--- src/sv/serial_frame_receiver_macros.svh ---
// Assertion macros shared by the serial frame receiver RTL.
`ifndef SERIAL_FRAME_RECEIVER_MACROS_SVH
`define SERIAL_FRAME_RECEIVER_MACROS_SVH

`ifndef SYNTHESIS
// Same-cycle implication, sampled on i_clk, off during reset.
`define SFR_ASSERT_IMP(label, ante, cons) \
    label: assert property (@(posedge i_clk) disable iff (!i_rst_n) (ante) |-> (cons)) \
        else $error("serial_frame_receiver: check failed");
// Next-cycle implication, sampled on i_clk, off during reset.
`define SFR_ASSERT_NXT(label, ante, cons) \
    label: assert property (@(posedge i_clk) disable iff (!i_rst_n) (ante) |=> (cons)) \
        else $error("serial_frame_receiver: check failed");
`else
`define SFR_ASSERT_IMP(label, ante, cons)
`define SFR_ASSERT_NXT(label, ante, cons)
`endif

`endif

--- src/sv/sfr_pkg.sv ---
// Types, constants and helpers for the serial frame receiver.
`timescale 1ns / 1ps
`default_nettype none

package sfr_pkg;

    localparam int FIELD_BYTES_DEF    = 11;
    localparam int APP_NAME_BYTES_DEF = 9;

    localparam logic [7:0]  MARKER_BYTE   = 8'd221;
    localparam logic [13:0] SUM_LIMIT     = 14'd10000;
    localparam logic [15:0] TIMEOUT_RESET = 16'd1000;
    localparam logic        KIND_RESET    = 1'b1;

    localparam logic [4:0] DATA_LEN    = 5'd4;
    localparam logic [4:0] NETDATA_LEN = 5'd7;

    localparam int CFG_IDX_W  = 1;
    localparam int CFG_DATA_W = 16;

    localparam logic [CFG_IDX_W-1:0] CFG_FRAME_KIND = 1'b0;
    localparam logic [CFG_IDX_W-1:0] CFG_TIMEOUT    = 1'b1;

    typedef enum logic [2:0] {
        EV_PAYLOAD = 3'd0,
        EV_APP     = 3'd1,
        EV_GOOD    = 3'd2,
        EV_BAD     = 3'd3,
        EV_TIMEOUT = 3'd4
    } t_event;

    // Expected tag character: NETDATA when kind is set, else DATA.
    function automatic logic [7:0] tag_char(input logic kind, input logic [2:0] pos);
        logic [7:0] ch;
        ch = 8'h00;
        if (kind) begin
            unique case (pos)
                3'd0: ch = "N";
                3'd1: ch = "E";
                3'd2: ch = "T";
                3'd3: ch = "D";
                3'd4: ch = "A";
                3'd5: ch = "T";
                3'd6: ch = "A";
                default: ch = 8'h00;
            endcase
        end else begin
            unique case (pos)
                3'd0: ch = "D";
                3'd1: ch = "A";
                3'd2: ch = "T";
                3'd3: ch = "A";
                default: ch = 8'h00;
            endcase
        end
        return ch;
    endfunction

endpackage

`default_nettype wire

--- src/sv/sfr_if.sv ---
// Valid/ready channel interfaces for input, result and configuration requests.
`timescale 1ns / 1ps
`default_nettype none

interface sfr_in_if;
    logic       valid;
    logic       ready;
    logic       cmd;
    logic [7:0] rx_byte;

    modport source (output valid, output cmd, output rx_byte, input ready);
    modport sink   (input valid, input cmd, input rx_byte, output ready);
endinterface

interface sfr_out_if;
    logic        valid;
    logic        ready;
    logic [2:0]  event_res;
    logic [7:0]  data_byte;
    logic [31:0] frame_length;

    modport source (output valid, output event_res, output data_byte,
                    output frame_length, input ready);
    modport sink   (input valid, input event_res, input data_byte,
                    input frame_length, output ready);
endinterface

interface sfr_cfg_if;
    import sfr_pkg::*;

    logic                  valid;
    logic                  ready;
    logic [CFG_IDX_W-1:0]  index;
    logic [CFG_DATA_W-1:0] data;

    modport source (output valid, output index, output data, input ready);
    modport sink   (input valid, input index, input data, output ready);
endinterface

`default_nettype wire

--- src/sv/serial_frame_receiver.sv ---
// Serial frame receiver top level: deframer, checksum and timeout logic.
// Takes one request per cycle while the output is not stalled, either a received
// byte or a millisecond tick, and gives at most one result per request. A request
// lands in an input register, combinational logic updates the frame state, and
// any result goes to an output register. A result waiting at the output does not
// block the input: the input register still takes one more request, and only a
// request that would produce another result holds there until the output drains.
// The sustained rate is one request per clock while no result waits on a stalled
// output, set by the single state update per cycle. Configuration writes are taken
// every cycle and read live.
`timescale 1ns / 1ps
`default_nettype none
`include "serial_frame_receiver_macros.svh"

module serial_frame_receiver #(
    parameter int FIELD_BYTES    = sfr_pkg::FIELD_BYTES_DEF,
    parameter int APP_NAME_BYTES = sfr_pkg::APP_NAME_BYTES_DEF
) (
    input  wire         i_clk,
    input  wire         i_rst_n,
    sfr_in_if.sink      i_in,
    sfr_out_if.source   o_out,
    sfr_cfg_if.sink     i_cfg
);
    import sfr_pkg::*;

    localparam int FC_W = $clog2(FIELD_BYTES);
    localparam logic [FC_W-1:0] FIELD_LAST = FC_W'(FIELD_BYTES - 1);
    localparam logic [5:0]      APP_LIMIT  = 6'(APP_NAME_BYTES);

    localparam logic [2:0] PH_HUNT    = 3'd0;
    localparam logic [2:0] PH_TAG     = 3'd1;
    localparam logic [2:0] PH_LEN     = 3'd2;
    localparam logic [2:0] PH_SUM     = 3'd3;
    localparam logic [2:0] PH_APP     = 3'd4;
    localparam logic [2:0] PH_PAYLOAD = 3'd5;
    localparam logic [2:0] PH_VERDICT = 3'd6;

    // Configuration registers
    logic        r_frame_kind;
    logic [15:0] r_timeout_ms;

    // Input register
    logic       r_in_valid;
    logic       r_in_cmd;
    logic [7:0] r_in_byte;

    // Frame state
    logic [2:0]      r_phase,        n_phase;
    logic [FC_W-1:0] r_field_chars,  n_field_chars;
    logic            r_tag_mismatch, n_tag_mismatch;
    logic            r_num_ended,    n_num_ended;
    logic [31:0]     r_acc,          n_acc;
    logic [31:0]     r_declared_len, n_declared_len;
    logic [31:0]     r_expected_sum, n_expected_sum;
    logic [13:0]     r_running_sum,  n_running_sum;
    logic [31:0]     r_payload_cnt,  n_payload_cnt;
    logic [15:0]     r_elapsed_ms,   n_elapsed_ms;

    // Result register
    logic        r_out_valid;
    t_event      r_out_event;
    logic [7:0]  r_out_data;
    logic [31:0] r_out_len;

    logic        w_has_res;
    t_event      w_event;
    logic [7:0]  w_data;
    logic [31:0] w_len;
    logic        w_take;

    logic        w_tick;
    logic [7:0]  w_c;
    logic        w_field_end;
    logic [4:0]  w_need;
    logic [4:0]  w_pos;
    logic [14:0] w_sum_add;
    logic [31:0] w_exp_next;

    assign w_tick      = r_in_cmd;
    assign w_c         = r_in_byte;
    assign w_field_end = (w_c == 8'd0) || (r_field_chars >= FIELD_LAST);
    assign w_need      = r_frame_kind ? NETDATA_LEN : DATA_LEN;
    assign w_pos       = 5'(r_field_chars);
    assign w_sum_add   = 15'(r_running_sum) + 15'(w_c);
    assign w_exp_next  = (r_phase == PH_SUM) ? r_acc : r_expected_sum;

    // Advance the input register unless its result would overwrite a waiting one.
    assign w_take     = r_in_valid && (!w_has_res || !r_out_valid || o_out.ready);
    assign i_in.ready = !r_in_valid || w_take;
    assign i_cfg.ready = 1'b1;

    assign o_out.valid        = r_out_valid;
    assign o_out.event_res    = r_out_event;
    assign o_out.data_byte    = r_out_data;
    assign o_out.frame_length = r_out_len;

    always_comb begin
        n_phase        = r_phase;
        n_field_chars  = r_field_chars;
        n_tag_mismatch = r_tag_mismatch;
        n_num_ended    = r_num_ended;
        n_acc          = r_acc;
        n_declared_len = r_declared_len;
        n_expected_sum = r_expected_sum;
        n_running_sum  = r_running_sum;
        n_payload_cnt  = r_payload_cnt;
        n_elapsed_ms   = r_elapsed_ms;
        w_has_res      = 1'b0;
        w_event        = EV_PAYLOAD;
        w_data         = 8'd0;
        w_len          = 32'd0;

        priority if (r_phase == PH_VERDICT) begin
            // Give the held verdict; a marker here opens the next frame.
            n_phase   = PH_HUNT;
            w_has_res = 1'b1;
            w_event   = (r_expected_sum == 32'(r_running_sum)) ? EV_GOOD : EV_BAD;
            w_len     = r_declared_len;
            if (!w_tick && (w_c == MARKER_BYTE)) begin
                n_elapsed_ms   = 16'd0;
                n_phase        = PH_TAG;
                n_field_chars  = '0;
                n_tag_mismatch = 1'b0;
                n_acc          = 32'd0;
                n_num_ended    = 1'b0;
            end
        end else if (w_tick) begin
            if (r_phase != PH_HUNT) begin
                if (r_elapsed_ms != 16'hFFFF) begin
                    n_elapsed_ms = r_elapsed_ms + 16'd1;
                end
                if (n_elapsed_ms >= r_timeout_ms) begin
                    n_phase   = PH_HUNT;
                    w_has_res = 1'b1;
                    w_event   = EV_TIMEOUT;
                    w_len     = r_declared_len;
                end
            end
        end else if (r_phase == PH_HUNT) begin
            if (w_c == MARKER_BYTE) begin
                n_elapsed_ms   = 16'd0;
                n_declared_len = 32'd0;
                n_expected_sum = 32'd0;
                n_phase        = PH_TAG;
                n_field_chars  = '0;
                n_tag_mismatch = 1'b0;
                n_acc          = 32'd0;
                n_num_ended    = 1'b0;
            end
        end else if (r_phase == PH_PAYLOAD) begin
            // Reduce once: the sum stays below twice the limit.
            if (w_sum_add > 15'(SUM_LIMIT)) begin
                n_running_sum = 14'(w_sum_add - 15'(SUM_LIMIT));
            end else begin
                n_running_sum = 14'(w_sum_add);
            end
            n_payload_cnt = r_payload_cnt + 32'd1;
            if (n_payload_cnt >= r_declared_len) begin
                n_phase = PH_VERDICT;
            end
            w_has_res = 1'b1;
            w_event   = EV_PAYLOAD;
            w_data    = w_c;
        end else if ((r_phase == PH_TAG) || (r_phase == PH_LEN) ||
                     (r_phase == PH_SUM) || (r_phase == PH_APP)) begin
            if (w_field_end) begin
                if (r_phase == PH_TAG) begin
                    if (r_tag_mismatch || (w_pos < w_need)) begin
                        n_phase = PH_HUNT;
                    end else begin
                        n_phase = PH_LEN;
                    end
                end else if (r_phase == PH_LEN) begin
                    n_declared_len = r_acc;
                    n_phase        = PH_SUM;
                end else if ((r_phase == PH_SUM) && r_frame_kind) begin
                    n_expected_sum = r_acc;
                    n_phase        = PH_APP;
                end else begin
                    // Header done: start the payload, or close a zero-length frame.
                    n_expected_sum = w_exp_next;
                    n_elapsed_ms   = 16'd0;
                    n_running_sum  = 14'd0;
                    n_payload_cnt  = 32'd0;
                    if (r_declared_len == 32'd0) begin
                        n_phase   = PH_HUNT;
                        w_has_res = 1'b1;
                        w_event   = (w_exp_next == 32'd0) ? EV_GOOD : EV_BAD;
                        w_len     = r_declared_len;
                    end else begin
                        n_phase = PH_PAYLOAD;
                    end
                end
                // Field start clears the per-field state.
                n_field_chars  = '0;
                n_tag_mismatch = 1'b0;
                n_acc          = 32'd0;
                n_num_ended    = 1'b0;
            end else begin
                n_field_chars = r_field_chars + FC_W'(1);
                if (r_phase == PH_TAG) begin
                    if ((w_pos < w_need) && (tag_char(r_frame_kind, w_pos[2:0]) != w_c)) begin
                        n_tag_mismatch = 1'b1;
                    end
                end else if (r_phase == PH_APP) begin
                    if (6'(w_pos) < APP_LIMIT) begin
                        w_has_res = 1'b1;
                        w_event   = EV_APP;
                        w_data    = w_c;
                    end
                end else if (!r_num_ended && (w_c >= "0") && (w_c <= "9")) begin
                    n_acc = (r_acc << 3) + (r_acc << 1) + 32'(w_c - 8'd48);
                end else begin
                    n_num_ended = 1'b1;
                end
            end
        end else begin
            n_phase = PH_HUNT;
        end
    end

    always_ff @(posedge i_clk) begin
        if (!i_rst_n) begin
            r_frame_kind <= KIND_RESET;
            r_timeout_ms <= TIMEOUT_RESET;
        end else if (i_cfg.valid) begin
            unique case (i_cfg.index)
                CFG_FRAME_KIND: r_frame_kind <= i_cfg.data[0];
                CFG_TIMEOUT:    r_timeout_ms <= i_cfg.data[15:0];
                default:        r_timeout_ms <= r_timeout_ms;
            endcase
        end
    end

    always_ff @(posedge i_clk) begin
        if (!i_rst_n) begin
            r_in_valid <= 1'b0;
        end else if (i_in.ready) begin
            r_in_valid <= i_in.valid;
        end
    end

    always_ff @(posedge i_clk) begin
        if (i_in.valid && i_in.ready) begin
            r_in_cmd  <= i_in.cmd;
            r_in_byte <= i_in.rx_byte;
        end
    end

    always_ff @(posedge i_clk) begin
        if (!i_rst_n) begin
            r_phase        <= PH_HUNT;
            r_field_chars  <= '0;
            r_tag_mismatch <= 1'b0;
            r_num_ended    <= 1'b0;
            r_acc          <= 32'd0;
            r_declared_len <= 32'd0;
            r_expected_sum <= 32'd0;
            r_running_sum  <= 14'd0;
            r_payload_cnt  <= 32'd0;
            r_elapsed_ms   <= 16'd0;
        end else if (w_take) begin
            r_phase        <= n_phase;
            r_field_chars  <= n_field_chars;
            r_tag_mismatch <= n_tag_mismatch;
            r_num_ended    <= n_num_ended;
            r_acc          <= n_acc;
            r_declared_len <= n_declared_len;
            r_expected_sum <= n_expected_sum;
            r_running_sum  <= n_running_sum;
            r_payload_cnt  <= n_payload_cnt;
            r_elapsed_ms   <= n_elapsed_ms;
        end
    end

    always_ff @(posedge i_clk) begin
        if (!i_rst_n) begin
            r_out_valid <= 1'b0;
        end else if (w_take && w_has_res) begin
            r_out_valid <= 1'b1;
        end else if (o_out.ready) begin
            r_out_valid <= 1'b0;
        end
    end

    always_ff @(posedge i_clk) begin
        if (w_take && w_has_res) begin
            r_out_event <= w_event;
            r_out_data  <= w_data;
            r_out_len   <= w_len;
        end
    end

    `SFR_ASSERT_IMP(a_sum_in_range, 1'b1, r_running_sum <= SUM_LIMIT)
    `SFR_ASSERT_IMP(a_field_bound, 1'b1, r_field_chars <= FIELD_LAST)
    `SFR_ASSERT_IMP(a_verdict_count, r_phase == PH_VERDICT, r_payload_cnt >= r_declared_len)
    `SFR_ASSERT_IMP(a_byte_event_len, r_out_valid && (r_out_event == EV_PAYLOAD || r_out_event == EV_APP), r_out_len == 32'd0)
    `SFR_ASSERT_NXT(a_wait_holds_input, r_in_valid && !w_take, r_in_valid)

endmodule

`default_nettype wire

--- src/flat_wrapper.sv ---
// flat-port wrapper written by rule: the top's interface ports become plain ports
module serial_frame_receiver_flat import sfr_pkg::*;
#(
    parameter int FIELD_BYTES    = sfr_pkg::FIELD_BYTES_DEF,
    parameter int APP_NAME_BYTES = sfr_pkg::APP_NAME_BYTES_DEF
)
  (i_clk, i_rst_n, i_in_valid, i_in_cmd, i_in_rx_byte, i_in_ready, o_out_valid, o_out_event_res, o_out_data_byte, o_out_frame_length, o_out_ready, i_cfg_valid, i_cfg_index, i_cfg_data, i_cfg_ready);
  sfr_in_if i_in_i ();
  sfr_out_if o_out_i ();
  sfr_cfg_if i_cfg_i ();
  input  wire i_clk;
  input  wire i_rst_n;
  input wire logic [$bits(i_in_i.valid)-1:0] i_in_valid;
  input wire logic [$bits(i_in_i.cmd)-1:0] i_in_cmd;
  input wire logic [$bits(i_in_i.rx_byte)-1:0] i_in_rx_byte;
  output wire logic [$bits(i_in_i.ready)-1:0] i_in_ready;
  output wire logic [$bits(o_out_i.valid)-1:0] o_out_valid;
  output wire logic [$bits(o_out_i.event_res)-1:0] o_out_event_res;
  output wire logic [$bits(o_out_i.data_byte)-1:0] o_out_data_byte;
  output wire logic [$bits(o_out_i.frame_length)-1:0] o_out_frame_length;
  input wire logic [$bits(o_out_i.ready)-1:0] o_out_ready;
  input wire logic [$bits(i_cfg_i.valid)-1:0] i_cfg_valid;
  input wire logic [$bits(i_cfg_i.index)-1:0] i_cfg_index;
  input wire logic [$bits(i_cfg_i.data)-1:0] i_cfg_data;
  output wire logic [$bits(i_cfg_i.ready)-1:0] i_cfg_ready;
  assign i_in_i.valid = i_in_valid;
  assign i_in_i.cmd = i_in_cmd;
  assign i_in_i.rx_byte = i_in_rx_byte;
  assign i_in_ready = i_in_i.ready;
  assign o_out_valid = o_out_i.valid;
  assign o_out_event_res = o_out_i.event_res;
  assign o_out_data_byte = o_out_i.data_byte;
  assign o_out_frame_length = o_out_i.frame_length;
  assign o_out_i.ready = o_out_ready;
  assign i_cfg_i.valid = i_cfg_valid;
  assign i_cfg_i.index = i_cfg_index;
  assign i_cfg_i.data = i_cfg_data;
  assign i_cfg_ready = i_cfg_i.ready;
  serial_frame_receiver #(.FIELD_BYTES(FIELD_BYTES), .APP_NAME_BYTES(APP_NAME_BYTES)) u_core (.i_clk(i_clk), .i_rst_n(i_rst_n), .i_in(i_in_i), .o_out(o_out_i), .i_cfg(i_cfg_i));
endmodule
--- config.mk ---
export PLATFORM = sky130hd
export DESIGN_NAME = serial_frame_receiver_flat
export DESIGN_NICKNAME = d
export VERILOG_FILES = /design/src/sv/sfr_pkg.sv /design/src/sv/sfr_if.sv /design/src/sv/serial_frame_receiver.sv /design/src/flat_wrapper.sv
export VERILOG_INCLUDE_DIRS = /design/src /design/src/sv
export SDC_FILE = /design/constraint.sdc
export NUM_CORES = 1
export LEC_CHECK = 0
export BUFFER_PORTS_ARGS = -buffer_cell sky130_fd_sc_hd__buf_4
export CORE_UTILIZATION = 32
export CTS_BUF_LIST = sky130_fd_sc_hd__clkbuf_8
export CTS_CLUSTER_DIAMETER = 150
export DETAILED_ROUTE_END_ITERATION = 8
export PLACE_DENSITY = 0.46
export SLEW_MARGIN = 20
export SYNTH_ARGS = -nofsm -noshare
export SYNTH_HDL_FRONTEND = slang
export SYNTH_SLANG_ARGS = --single-unit
--- constraint.sdc ---
create_clock -name i_clk -period 6.6 [get_ports i_clk]
set_clock_uncertainty 0.2 [all_clocks]
set_input_delay 1.32 -clock i_clk [delete_from_list [all_inputs] [get_ports i_clk]]
set_output_delay 1.32 -clock i_clk [all_outputs]
set_load 0.01 [all_outputs]
==> results.cfg <==
[critical_path]
cp_data_arrival_time_ns = 4.68
r2r_cells = 18
crit_fanout = 9
end_kind = output port
worstPathRequired_ns = 5.08
startpoint_type = register
r2r_end = u_core.r_elapsed_ms[0]
rrSetupSlack_ns = 1.21
worstSetupEndpoint = i_in_ready
reg2reg_from = u_core.r_elapsed_ms[3]
critPathKind = register to output port
startpoint = u_core.r_elapsed_ms[3]

[logic_synthesis]
netlist_area_mm2 = 0.0148
ys.flop_type = dfxtp_1
postSynthCellCount = 1738
seq_area_frac_synth = 0.357
synthDistinctLibCells = 94
ys_ff_latch = 238
ys_warn_count = 0
syn-num-nets = 1899
synthArstFlopShare = 0
avgSynthCellArea_um2 = 8.53
synth-edff-count = 52

[timing]
period_needed_ns = 6.20
slew_violations = 0
slew_headroom = 0.373
max_clock_freq_mhz = 161
finalHoldViolCount = 0
worst_pin_slew_ns = 0.940
period_share = 0.940
setup_viol = 0
setup-tns-final_ns = 0

[cts]
clk_path_buf_depth = 3
cts_htree_levels = 2
clk_pin_slew_ns = 0.06
postCtsSetupBuffers = 0
cts-root-buf = clkbuf_8
tritoncts = yes
hold_buffers = 0
clock_sinks = 238
clock_latency_ns = 0.61
cts_inserted_buffers = 44

[detailed_routing]
drc_errors = 0
viasPerCell = 5.27
antenna_left = 0
routed_wl_mm = 43.9
vias = 12800
drt_iter0_markers = 885
first_pass_iters = 5
avgRoutedWirePerCell_um = 18.1

[die]
die_y_um = 217
core-area_mm2 = 0.0456
initial_core_util = 0.325
die_area_mm2 = 0.0472
io_pins = 77
die_x_um = 217
num_rows = 78

[placement]
place_inst = 2344
gp_congestion = 0.822
io_buffers = 75
hpwl_mm = 31.4

[final_layout]
n_fill_cell = 4692
final_cell_mix = nor2_1, dfxtp_1, a21oi_1
layout_commonest_cell = nor2_1
area_growth_syn_to_layout_pct = 14.4
layout-drive-gt1-share = 0.113
final_nets = 1951
fin_cells = 2425
seq_area_mm2 = 0.00529
multiInputGateArea_mm2 = 0.00885

[power]
powerDensity_mw_per_mm2 = 197
ir_worst_vdd_mv = 0.115
p_leak_nw = 6.92
p_total_mw = 3.34

[global_route]
grt_max_degree = 71
grt_pass1_vias = 12400
antenna_found_initial = 0
grt_use_total = 0.187
globalRouteOverflowTotal = 0
grt_pass1_wl_mm = 69.9

[run_status]
status = finished, final reports clean

[min_path]
hold_path_class = register to register

[run]
drv_cap = 0
==> critical path: stages, from the launching register on <==
cell and delay (ns):
dfxtp_1 0.43, and3_1 0.28, and4_1 0.27, and4_1 0.25, and2_2 0.22, nand3_4 0.14
and3_2 0.32, nand4_1 0.15, xnor2_1 0.09, ha_1 0.19, a21o_1 0.17, a21oi_1 0.17
nand2_1 0.07, o21ai_0 0.23, o21ai_1 0.20, o211a_1 0.32, o21ai_2 0.25, or2_2 0.21
buf_4 0.13
==> layout make-up <==
cell class,count,area share
multi-input cells,1314,0.522
flip-flops and latches,238,0.312
well taps,600,0.0443
repair buffers,94,0.0416
clock buffers,48,0.0390
inverters,98,0.0219
clock inverters,32,0.0190
diodes,1,0.000148
==> how the worst min path moves through the flow <==
stage                                       start                       to  depth (start not counted)
after detailed placement  u_core.r_timeout_ms[12]  u_core.r_timeout_ms[12]                          2
after global routing       u_core.r_timeout_ms[4]   u_core.r_timeout_ms[4]                          2
after CTS                 u_core.r_timeout_ms[12]  u_core.r_timeout_ms[12]                          2
after global placement     u_core.r_timeout_ms[4]   u_core.r_timeout_ms[4]                          2
after floorplan           u_core.r_timeout_ms[10]  u_core.r_timeout_ms[10]                          2
final                     u_core.r_timeout_ms[12]  u_core.r_timeout_ms[12]                          2
==> per-stage QoR <==
stage	cell area (um^2)	worst slack, ns	utilization	hold WS (ns)
CTS	16900	0.00127	0.372	0.255
detailed placement	15900	0.586	0.350	0.247
finish	16900	0.398	0.372	0.252
global route	16900	-0.00894	0.372	0.283
global placement	15900	0.638	0.350	0.246
floorplan	14800	0.251	-	0.236
==> timing repair <==
action | 4_1_cts | 5_1_grt
resized for setup | 1 | 5
gates cloned | 0 | 0
endpoints found under the setup margin | 1 | 1
==> power by group <==
group          switching, mW  internal (mW)  leakage [nW]  total, mW
combinational          0.121         0.0708          4.28      0.192
sequential            0.0188           1.49          2.09       1.51
clock                  0.685          0.948         0.552       1.63
total                  0.825           2.51          6.92       3.34
==> synth_stat cells (6+ instances only) <==
| cell | n | area, um^2 |
|---|---|---|
| and3_1 | 23 | 144 |
| or4_1 | 14 | 105 |
| o22ai_1 | 9 | 56.3 |
| or2_2 | 8 | 50.1 |
| nand2_1 | 153 | 574 |
| nor4_1 | 26 | 163 |
| o21ai_0 | 61 | 305 |
| nand2b_1 | 16 | 100 |
| and4_1 | 6 | 52.6 |
| or3_1 | 20 | 125 |
| dfxtp_1 | 186 | 3720 |
| o21a_1 | 7 | 52.6 |
| edfxtp_1 | 52 | 1560 |
| and2_1 | 13 | 81.3 |
| nor3_1 | 42 | 210 |
| xor2_1 | 34 | 298 |
| ha_1 | 100 | 1250 |
| fa_1 | 30 | 601 |
| a31oi_1 | 15 | 93.8 |
| mux2i_1 | 11 | 110 |
| nand3b_1 | 14 | 105 |
| nor2_1 | 193 | 724 |
| a21oi_1 | 160 | 801 |
| nor2b_1 | 15 | 93.8 |
| nand4_1 | 23 | 144 |
| xnor2_1 | 57 | 499 |
| a22o_1 | 38 | 333 |
| inv_1 | 97 | 364 |
| clkbuf_1 | 59 | 221 |
| nand3_1 | 76 | 380 |
| o211ai_1 | 15 | 113 |
| buf_1 | 8 | 30.0 |
| a21o_1 | 28 | 210 |
| buf_2 | 17 | 85.1 |
==> registers in the layout, summed over array words and instances (netlist names) <==
| name | count |
|---|---|
| u_core.r_tag_mismatch | 1 |
| u_core.o_out.event_res | 3 |
| u_core.r_expected_sum | 32 |
| u_core.r_in_valid | 1 |
| u_core.o_out.data_byte | 8 |
| u_core.o_out.valid | 1 |
| u_core.r_frame_kind | 1 |
| u_core.r_in_byte | 8 |
| u_core.o_out.frame_length | 32 |
| u_core.r_declared_len | 32 |
| u_core.r_payload_cnt | 32 |
| u_core.r_num_ended | 1 |
| u_core.r_phase | 3 |
| u_core.r_field_chars | 4 |
| u_core.r_elapsed_ms | 16 |
| u_core.r_acc | 32 |
| u_core.r_running_sum | 14 |
| u_core.r_timeout_ms | 16 |
| u_core.r_in_cmd | 1 |
==> cell families (layout without fill, tap and decap cells) <==
kind of cell,count (synthesis),in the layout,synth area share
other cells,1,2,0.000253
fa+ha+maj,130,130,0.125
buf+inv,186,272,0.0494
flops,238,238,0.357
simple gates,664,664,0.221
mux,15,15,0.0105
compound gates,413,413,0.184
xor+xnor,91,91,0.0538
==> metal layers <==
layer / global-route usage / part of all wire / up-vias
li1: - / - / 6317
met4: 0.0488 / 0.018 / 0
met2: 0.298 / 0.45 / 245
met3: 0.0284 / 0.038 / 54
met1: 0.262 / 0.50 / 6157
met5: 0 / 0 / -
Power figures use the tool's default switching activity.
